===== src/rtl/mi3_pkg.sv =====
`default_nettype none
package mi3_pkg;

  localparam int FRAC_BITS = 16;
  localparam int EW  = 32;                 // element width
  localparam int QW  = 32;                 // quotient bits produced by a lane
  localparam int PW  = 2 * EW;             // element product
  localparam int CW  = PW + 1;             // signed cofactor
  localparam int MW  = PW + EW;            // determinant magnitude
  localparam int DW  = MW + 1;             // signed determinant
  localparam int RW  = DW + QW + 1;        // lane remainder
  localparam int FLW = 31;                 // det_floor width
  localparam int NSH = 2 * FRAC_BITS + 1;  // numerator shift
  localparam int NL  = 9;                  // lanes, one per element

  typedef logic [NL-1:0][EW-1:0] mat_t;

  typedef struct packed {
    logic valid;
    logic singular;
  } ctl_t;

  typedef struct packed {
    logic [RW-1:0] num;
    logic [DW-1:0] den;
    logic          ovf;
    logic          neg;
  } lane_in_t;

  typedef struct packed {
    logic [QW-1:0] q;
    logic          ovf;
    logic          neg;
  } lane_res_t;

  // adj[k] = m[i0]*m[i1] - m[i2]*m[i3]
  localparam logic [3:0] COF_IDX [NL][4] = '{
    '{4'd4, 4'd8, 4'd5, 4'd7},
    '{4'd2, 4'd7, 4'd1, 4'd8},
    '{4'd1, 4'd5, 4'd2, 4'd4},
    '{4'd5, 4'd6, 4'd3, 4'd8},
    '{4'd0, 4'd8, 4'd2, 4'd6},
    '{4'd2, 4'd3, 4'd0, 4'd5},
    '{4'd3, 4'd7, 4'd4, 4'd6},
    '{4'd1, 4'd6, 4'd0, 4'd7},
    '{4'd0, 4'd4, 4'd1, 4'd3}
  };

endpackage
`default_nettype wire


===== src/rtl/mi3_if.sv =====
`default_nettype none


interface mi3_out_if;
  logic valid;
  logic ready;
  logic singular;
  logic signed [31:0] out_r0c0, out_r0c1, out_r0c2;
  logic signed [31:0] out_r1c0, out_r1c1, out_r1c2;
  logic signed [31:0] out_r2c0, out_r2c1, out_r2c2;
  modport source (output valid, singular, out_r0c0, out_r0c1, out_r0c2, out_r1c0,
                  out_r1c1, out_r1c2, out_r2c0, out_r2c1, out_r2c2, input ready);
  modport sink (input valid, singular, out_r0c0, out_r0c1, out_r0c2, out_r1c0,
                out_r1c1, out_r1c2, out_r2c0, out_r2c1, out_r2c2, output ready);
endinterface

`default_nettype wire


===== src/rtl/mi3_merge.sv =====
`default_nettype none
module mi3_merge (
  input  wire logic               clk,
  input  wire logic               rst,
  input  wire logic               en,
  input  wire mi3_pkg::ctl_t      ctl,
  input  wire mi3_pkg::lane_res_t res [mi3_pkg::NL],
  mi3_out_if.source               out
);
  import mi3_pkg::*;

  logic [EW-1:0] e [NL];

  for (genvar k = 0; k < NL; k++) begin : g_sat
    logic [QW-1:0] lim;
    logic [QW-1:0] mag;
    always_comb begin
      lim = res[k].neg ? {1'b1, {(QW-1){1'b0}}} : {1'b0, {(QW-1){1'b1}}};
      mag = (res[k].ovf || res[k].q > lim) ? lim : res[k].q;
      if (ctl.singular) e[k] = '0;
      else e[k] = res[k].neg ? EW'(-mag) : EW'(mag);
    end
  end

  always_ff @(posedge clk) begin
    if (rst) begin
      out.valid <= 1'b0;
    end else if (en) begin
      out.valid <= ctl.valid;
    end
  end

  always_ff @(posedge clk) begin
    if (en) begin
      out.singular <= ctl.singular;
      out.out_r0c0 <= e[0];
      out.out_r0c1 <= e[1];
      out.out_r0c2 <= e[2];
      out.out_r1c0 <= e[3];
      out.out_r1c1 <= e[4];
      out.out_r1c2 <= e[5];
      out.out_r2c0 <= e[6];
      out.out_r2c1 <= e[7];
      out.out_r2c2 <= e[8];
    end
  end

endmodule
`default_nettype wire


===== src/flat_wrapper.sv =====
// flat-port wrapper written by rule: the top's interface ports become plain ports
module mi3_merge_flat import mi3_pkg::*;
  (clk, rst, en, ctl, res, out_valid, out_singular, out_out_r0c0, out_out_r0c1, out_out_r0c2, out_out_r1c0, out_out_r1c1, out_out_r1c2, out_out_r2c0, out_out_r2c1, out_out_r2c2, out_ready);
  mi3_out_if out_i ();
  input  wire logic clk;
  input  wire logic rst;
  input  wire logic en;
  input  wire mi3_pkg::ctl_t ctl;
  input  wire mi3_pkg::lane_res_t res[mi3_pkg::NL];
  output wire logic [$bits(out_i.valid)-1:0] out_valid;
  output wire logic [$bits(out_i.singular)-1:0] out_singular;
  output wire logic [$bits(out_i.out_r0c0)-1:0] out_out_r0c0;
  output wire logic [$bits(out_i.out_r0c1)-1:0] out_out_r0c1;
  output wire logic [$bits(out_i.out_r0c2)-1:0] out_out_r0c2;
  output wire logic [$bits(out_i.out_r1c0)-1:0] out_out_r1c0;
  output wire logic [$bits(out_i.out_r1c1)-1:0] out_out_r1c1;
  output wire logic [$bits(out_i.out_r1c2)-1:0] out_out_r1c2;
  output wire logic [$bits(out_i.out_r2c0)-1:0] out_out_r2c0;
  output wire logic [$bits(out_i.out_r2c1)-1:0] out_out_r2c1;
  output wire logic [$bits(out_i.out_r2c2)-1:0] out_out_r2c2;
  input wire logic [$bits(out_i.ready)-1:0] out_ready;
  assign out_valid = out_i.valid;
  assign out_singular = out_i.singular;
  assign out_out_r0c0 = out_i.out_r0c0;
  assign out_out_r0c1 = out_i.out_r0c1;
  assign out_out_r0c2 = out_i.out_r0c2;
  assign out_out_r1c0 = out_i.out_r1c0;
  assign out_out_r1c1 = out_i.out_r1c1;
  assign out_out_r1c2 = out_i.out_r1c2;
  assign out_out_r2c0 = out_i.out_r2c0;
  assign out_out_r2c1 = out_i.out_r2c1;
  assign out_out_r2c2 = out_i.out_r2c2;
  assign out_i.ready = out_ready;
  mi3_merge u_core (.clk(clk), .rst(rst), .en(en), .ctl(ctl), .res(res), .out(out_i));
endmodule

===== config.mk =====
export PLATFORM = sky130hd
export DESIGN_NAME = mi3_merge_flat
export DESIGN_NICKNAME = d
export VERILOG_FILES = /design/src/rtl/mi3_pkg.sv /design/src/rtl/mi3_if.sv /design/src/rtl/mi3_merge.sv /design/src/flat_wrapper.sv
export SDC_FILE = /design/constraint.sdc
export NUM_CORES = 1
export LEC_CHECK = 0
export BUFFER_PORTS_ARGS = -buffer_cell sky130_fd_sc_hd__buf_2
export CAP_MARGIN = 20
export CORE_MARGIN = 2
export CORE_UTILIZATION = 47
export DETAILED_ROUTE_END_ITERATION = 12
export PLACE_DENSITY_LB_ADDON = 0.3
export RECOVER_POWER = 25
export SETUP_SLACK_MARGIN = 0.4
export SLEW_MARGIN = 20
export SYNTH_ARGS = -nofsm -noshare
export SYNTH_HDL_FRONTEND = slang
export SYNTH_SLANG_ARGS = --single-unit

===== constraint.sdc =====
create_clock -name clk -period 7.9 [get_ports clk]
set_input_delay 1.975 -clock clk [delete_from_list [all_inputs] [get_ports clk]]
set_output_delay 1.975 -clock clk [all_outputs]
set_load 0.05 [all_outputs]

==> results by group, run 1 <==
Clock network
  – H-tree levels: 2
  – Post-cts gate resize count: 0
  – Root Buffer: clkbuf_16
  – CTS tree: built
  – Post-CTS Hold Buffers: 0
  – CTS Buffer Depth: 3
  – Clock sink count: 290
  – CTS Buf Count: 36
  – Clk_lat worst skew: 0.53 ns
  – Setup bufs post-CTS: 0
  – Clk slew on worst S/H paths: 0.06 ns

Run status
  – Failing checks: capacitance limit, slew limit
  – Status: finished with violations

Die
  – Die H: 241 um
  – Initial core utilization: 0.478
  – Number of I/O pins: 602
  – Die Area: 58200 um2
  – Core Area: 55300 um2
  – Num rows: 86
  – Die X: 241 um

Global routing
  – Initial antenna violation count: 41
  – Vias in the first global route: 23900
  – GR Layer Usage met3: 0.0737
  – Pin count of the biggest net entering global routing: 118
  – GRT Residual Overflow: 0
  – Met2 Use GR: 0.458
  – Global-route wire length before repair: 132000 um
  – M1 GR Usage: 0.363
  – Total track usage: 0.284
  – Most used routing layer: met2

Synth
  – EDFF count, synth: 289
  – Synth area leaders: edfxtp_1, ha_1, a21oi_1, nor2_1, o21ai_0
  – Yosys cell types: 89
  – Cells after synthesis: 3096
  – Syn_nets: 3705
  – Cell taking the most area after synthesis: edfxtp_1
  – Main synth FF type: edfxtp_1
  – Ys Warns: 0
  – Flops & latches, synth: 290
  – Post-synth ARST share: 0
  – Sequential-to-total area share from yosys stat: 0.329
  – Yosys top cell area share: 0.328
  – Syn Area/Cell: 8.54 um2
  – Synth Cell Area: 26400 um2

Setup path
  – Setup slack, reg-to-reg: 7.32 ns
  – Worst EP arrival: 7.35 ns
  – CP Max Fanout: 71
  – Setup CP Type: primary input to flop
  – Startpoint Class: primary input
  – Path depth of the worst reg2reg path: 2
  – Crit end category: flop
  – WP data required: 8.26 ns

Drt
  – Drt total wl: 86300 um
  – Routed vias: 27000
  – Vias per cell: 6.12
  – Initial drt markers: 2187
  – TritonRoute pass-1 iters: 9
  – DR DRC count: 0
  – DRT antenna net count: 0
  – Wirelength per Cell: 19.6 um

STA
  – Fin Hold WS: 0.499 ns
  – F_max: 0.143 GHz
  – Setup ws final: 0.911 ns
  – Final count of negative-setup-slack endpoints: 0
  – Slew HR: -2.63
  – Clock skew: 0 ns
  – RSZ-0062 raised after global routing: no
  – Worst-margin pin slew: 5.45 ns
  – Setup TNS: 0 ns
  – Max Slew Vio Count: 118
  – Period minus WS final: 6.99 ns
  – Tcrit/Tclk final: 0.885
  – Final Hold Fails: 0

Power and ir drop
  – P per Cell Area: 175 nW/um2
  – LEAKAGE: 12.2 nW
  – Peak supply drop: 0.175 mV

Flow run
  – Max-Cap Viols: 1

Cells and area
  – Syn-to-layout area delta: 18.5%
  – Net count reported at finish: 4214
  – Layout cells sized above 1: 0.194
  – Final Util: 0.566

Hold path
  – Worst min path class: flop to flop
  – Worst Hold Depth: 2

Placed design
  – Detailed Place HPWL: 63700 um
  – PortBufs: 600
  – Pre-CTS setup slack: 0.436 ns
  – GP Congestion: 0.963
worst paths after layout:
path                                       start                       to
worst max register to register  u_core.out.valid         u_core.out.valid
worst max-delay path                    res[102]  u_core.out.out_r1c2[30]
worst min register to register  u_core.out.valid         u_core.out.valid
worst min-delay path            u_core.out.valid         u_core.out.valid
per-layer routing:
| metal | share of wire | vias up |
|---|---|---|
| met3 | 0.091 | 212 |
| met5 | 0.0024 | - |
| met2 | 0.47 | 1140 |
| li1 | - | 13100 |
| met4 | 0.035 | 32 |
| met1 | 0.40 | 12500 |
kinds of logic after synthesis:
logic type / after synthesis / synth area share
xor gates and xnor gates: 23 / 0.00762
and+or+nand+nor: 1167 / 0.216
AOI/OAI and AO/OA: 977 / 0.232
muxes: 99 / 0.0399
DFF: 290 / 0.329
buffers and inverters: 243 / 0.0346
adders and majority gates: 297 / 0.141
flip-flops by register name (all words and copies together) (netlist names):
name                 count
u_core.out.out_r0c2     32
u_core.out.out_r0c0     32
u_core.out.valid         1
u_core.out.out_r1c2     32
u_core.out.out_r2c2     32
u_core.out.out_r0c1     32
u_core.out.out_r1c1     32
u_core.out.singular      1
u_core.out.out_r1c0     32
u_core.out.out_r2c0     32
u_core.out.out_r2c1     32
metrics by stage:
step	area, um2	total power [mW]	std cells
3_3_place_gp	30100	3.73	4315
5_1_grt	31300	5.73	4397
2_1_floorplan	26400	3.16	3096
6_report	31300	5.48	4406
4_1_cts	31400	5.50	4378
3_5_place_dp	30100	3.76	4315
placed cells by master, fill, tap and decap left out, drive strengths merged, types with 54 or more instances in the layout:
cell    netlist  final
o21ai       250    250
nand2       266    266
a221oi       60     60
edfxtp      289    289
nand3        97     97
nand4        78     78
ha          297    297
a21oi       343    343
nor3        128    128
buf          12    557
inv          60     62
nor4         56     56
a211oi       54     54
clkbuf      164    131
nor2        343    343
layout make-up:
type                    count  area [um2]
repair buffers            647        3290
clock buffers              42         965
well taps                 748         936
diodes                     28        70.1
inverters                  67         251
clock inverters            21         245
multi-input cells        2563       16900
flip-flops and latches    290        8700
fillers                  5160       24000
power breakdown:
group	switching, mW	total [mW]	internal (mW)
clock	0.707	1.75	1.04
combinational	1.32	1.81	0.497
sequential	0.0434	1.92	1.88
cells in the mapped netlist (7+ instances only):
library cell,n
a21oi_1,343
nor2_1,342
ha_1,297
edfxtp_1,289
nand2_1,266
o21ai_0,243
clkbuf_1,164
nor3_1,125
nand3_1,97
nand4_1,78
a221oi_1,60
inv_1,60
nor4_1,54
a211oi_1,52
mux2_2,51
or3_1,49
mux2i_1,48
o211ai_1,31
o22a_1,31
or4_1,26
a21o_1,24
o31ai_1,23
nand2b_1,20
a31oi_1,18
nor2b_1,15
o32ai_1,15
o311ai_0,13
xnor2_1,13
and2_1,12
o21a_1,11
or2_2,11
buf_1,10
nand3b_1,10
o41ai_1,10
xor2_1,10
and3_1,9
a311oi_1,8
a31o_2,8
o311a_1,8
a211o_1,7
and4_1,7
clkinv_1,7
nand4b_1,7
nor3b_1,7
o21ai_1,7
worst max-delay path, stage by stage:
cell	delay, ns
buf_2	0.11
buf_12	0.27
inv_1	0.31
ha_1	0.39
nand4_1	0.15
nor4_1	0.42
nand3_1	0.16
o21ai_1	0.29
and2_1	0.21
buf_4	0.40
nor2_1	0.07
a21oi_1	0.13
ha_1	0.20
inv_1	0.10
or3_1	0.46
nand2b_1	0.22
nor2_2	0.21
nand3_1	0.18
or4b_1	0.59
a31o_1	0.23
a221oi_1	0.24
(Power assumes the default switching activity.)
==> inputs of run 2 (changes only) <==
--- a/config.mk
+++ b/config.mk
@@ -5,13 +5,14 @@
 export SDC_FILE = /design/constraint.sdc
 export NUM_CORES = 1
 export LEC_CHECK = 0
-export BUFFER_PORTS_ARGS = -buffer_cell sky130_fd_sc_hd__buf_2
 export CAP_MARGIN = 20
 export CORE_MARGIN = 2
 export CORE_UTILIZATION = 47
+export CTS_BUF_LIST = sky130_fd_sc_hd__clkbuf_4
 export DETAILED_ROUTE_END_ITERATION = 12
+export DONT_BUFFER_PORTS = 1
 export PLACE_DENSITY_LB_ADDON = 0.3
-export RECOVER_POWER = 25
+export RECOVER_POWER = 100
 export SETUP_SLACK_MARGIN = 0.4
 export SLEW_MARGIN = 20
 export SYNTH_ARGS = -nofsm -noshare
==> run 2 against run 1 <==
The flow still finishes with violations (capacitance limit, slew limit). Setup slack better by 0.14 ns. Sequential power grew 30%. Via count down 5.9%. Global-route usage grew 0.56 points. Fmax up 2.1%. Clock power fell by 16%. Register-to-register slack worse by 0.36 ns. Core utilization shrank 6.2 points. Clock-buffer cell count up 67. Largest cell class unchanged.
==> results by group, run 2 (synthesis gave the netlist of run 1 again) <==
Setup path
  – Worst EP arrival: 7.47 ns
  – Startpoint Class: primary input
  – Crit-path slowest cell: and2_1
  – CP Max Fanout: 72
  – Worst-path cell chain: inv_1 -> buf_4 -> clkbuf_1 -> ha_1 -> nor2b_1 -> o21a_1 -> o21a_1 -> o21a_1 -> o211ai_1 -> and2_1 -> nor2_1 -> a21oi_1 -> ha_1 -> inv_1 -> or3_1 -> nand2b_1 -> nor2_1 -> nand3_1 -> or4b_1 -> a31o_1 -> a221oi_1
  – Crit end category: flop
  – Setup CP Type: primary input to flop
  – Worst path top cell family by delay: simple AND/OR/NAND/NOR gates
  – WP data required: 8.52 ns
  – Critical path's most frequent cell: o21a_1
  – Critical path buffers and inverters: 4
  – Slowest cell delay on critical path: 0.62 ns

Clock network
  – CTS tree: built
  – CTS Buffer Depth: 3
  – H-tree levels: 3
  – Clk slew on worst S/H paths: 0.06 ns
  – Setup bufs post-CTS: 0
  – Clock sink count: 290
  – Post-cts gate resize count: 0
  – Root Buffer: clkbuf_4
  – Post-CTS Hold Buffers: 0
  – CTS Buf Count: 84
  – Clk_lat worst skew: 0.83 ns

Cells and area
  – Final Util: 0.505
  – Register area: 8700 um2
  – Multi-input gate area: 16800 um2
  – Final instance area: 27900 um2
  – Net count reported at finish: 3637
  – Layout Cells excl Fill: 3846
  – Fillers: 5230
  – Commonest cells after routing, fill and taps aside: a21oi_1, nor2_1, ha_1
  – Layout cells sized above 1: 0.0743
  – Syn-to-layout area delta: 5.55%

Global routing
  – Total track usage: 0.289
  – M1 GR Usage: 0.340
  – Pin count of the biggest net entering global routing: 291
  – GR Layer Usage met3: 0.102
  – Most used routing layer: met2
  – Global-route wire length before repair: 134000 um
  – Vias in the first global route: 23600
  – GRT Residual Overflow: 0
  – Met2 Use GR: 0.473
  – Initial antenna violation count: 2

Die
  – Number of I/O pins: 602
  – Num rows: 86
  – Die X: 241 um
  – Core Area: 55300 um2
  – Die H: 241 um
  – Initial core utilization: 0.478
  – Die Area: 58200 um2

Drt
  – DR DRC count: 0
  – TritonRoute pass-1 iters: 6
  – Wirelength per Cell: 22.7 um
  – Routed vias: 25400
  – Drt total wl: 87100 um
  – Vias per cell: 6.60
  – Initial drt markers: 2320
  – DRT antenna net count: 0

STA
  – Clock skew: 0 ns
  – Slew HR: -0.385
  – Final Hold Fails: 0
  – Tcrit/Tclk final: 0.867
  – RSZ-0062 raised after global routing: no
  – Setup TNS: 0 ns
  – Worst-margin pin slew: 2.08 ns
  – Setup ws final: 1.05 ns
  – Max Slew Vio Count: 202
  – F_max: 0.146 GHz
  – Final count of negative-setup-slack endpoints: 0
  – Period minus WS final: 6.85 ns
  – Fin Hold WS: 0.772 ns

Power and ir drop
  – Internal Power: 2.96 mW
  – Total power: 4.79 mW
  – Flop pwr share: 0.519
  – Net switching power of the design: 1.84 mW
  – Sw Share: 0.383
  – Clk pwr share: 0.306
  – LEAKAGE: 9.98 nW
  – P per Cell Area: 172 nW/um2
  – Peak supply drop: 0.130 mV
  – Comb pwr share: 0.175

Flow run
  – Max-Cap Viols: 6

Placed design
  – PortBufs: 0
  – GP Congestion: 0.944
  – Pre-CTS setup slack: 0.823 ns
  – Placed cells: 3690
  – Detailed Place HPWL: 62500 um
  – Post-DP Area: 26900 um2

Hold path
  – Worst min path class: flop to flop

Run status
  – Failing checks: capacitance limit, slew limit
  – Status: finished with violations
-- run 2: changes by cell type in the layout (fill, tap and decap cells not counted), sizes merged --
cell and change:
clkinv +26, bufinv -3, clkinvlp -1, inv +1, dlymetal6s4s -1, clkbuf -11, buf -546, diode -25
-- run 2: worst paths after layout --
| check | from | to | slack (ns) | depth (start not counted) |
|---|---|---|---|---|
| worst max-delay path | res[102] | u_core.out.out_r1c2[30] | 1.05 | 21 |
| worst min-delay path | u_core.out.valid | u_core.out.valid | 0.77 | 2 |
| worst max register to register | u_core.out.valid | u_core.out.valid | 6.96 | 2 |
| worst min register to register | u_core.out.valid | u_core.out.valid | 0.77 | 2 |
-- run 2: power groups by stage --
stage / registers, mW / logic [mW] / clock network, mW
after floorplan: 2.47 / 0.698 / 0
after global placement: 2.52 / 0.792 / 0
after detailed placement: 2.52 / 0.834 / 0
after CTS: 2.49 / 0.837 / 1.50
after global routing: 2.50 / 0.961 / 1.58
final: 2.49 / 0.839 / 1.47
-- run 2: layout make-up --
cell class	count	share of cell area
Sequential cell	290	0.312
Inverter	67	0.00901
Clock buffer	109	0.0293
Tap cell	748	0.0335
Timing Repair Buffer	22	0.00444
Antenna cell	3	0.000269
Multi-Input combinational cell	2563	0.603
Clock inverter	44	0.00874
-- run 2: tightest hold or removal path: stages, from the launching register on --
cell and delay, ns:
dfxtp_1 0.48, mux2i_1 0.20, nor2_1 0.05
-- run 2: per-layer routing --
metal / vias up / wire [um]
li1: 11900 / -
met1: 12000 / 32500
met2: 1258 / 40700
met3: 229 / 10200
met4: 0 / 3710
met5: - / 0
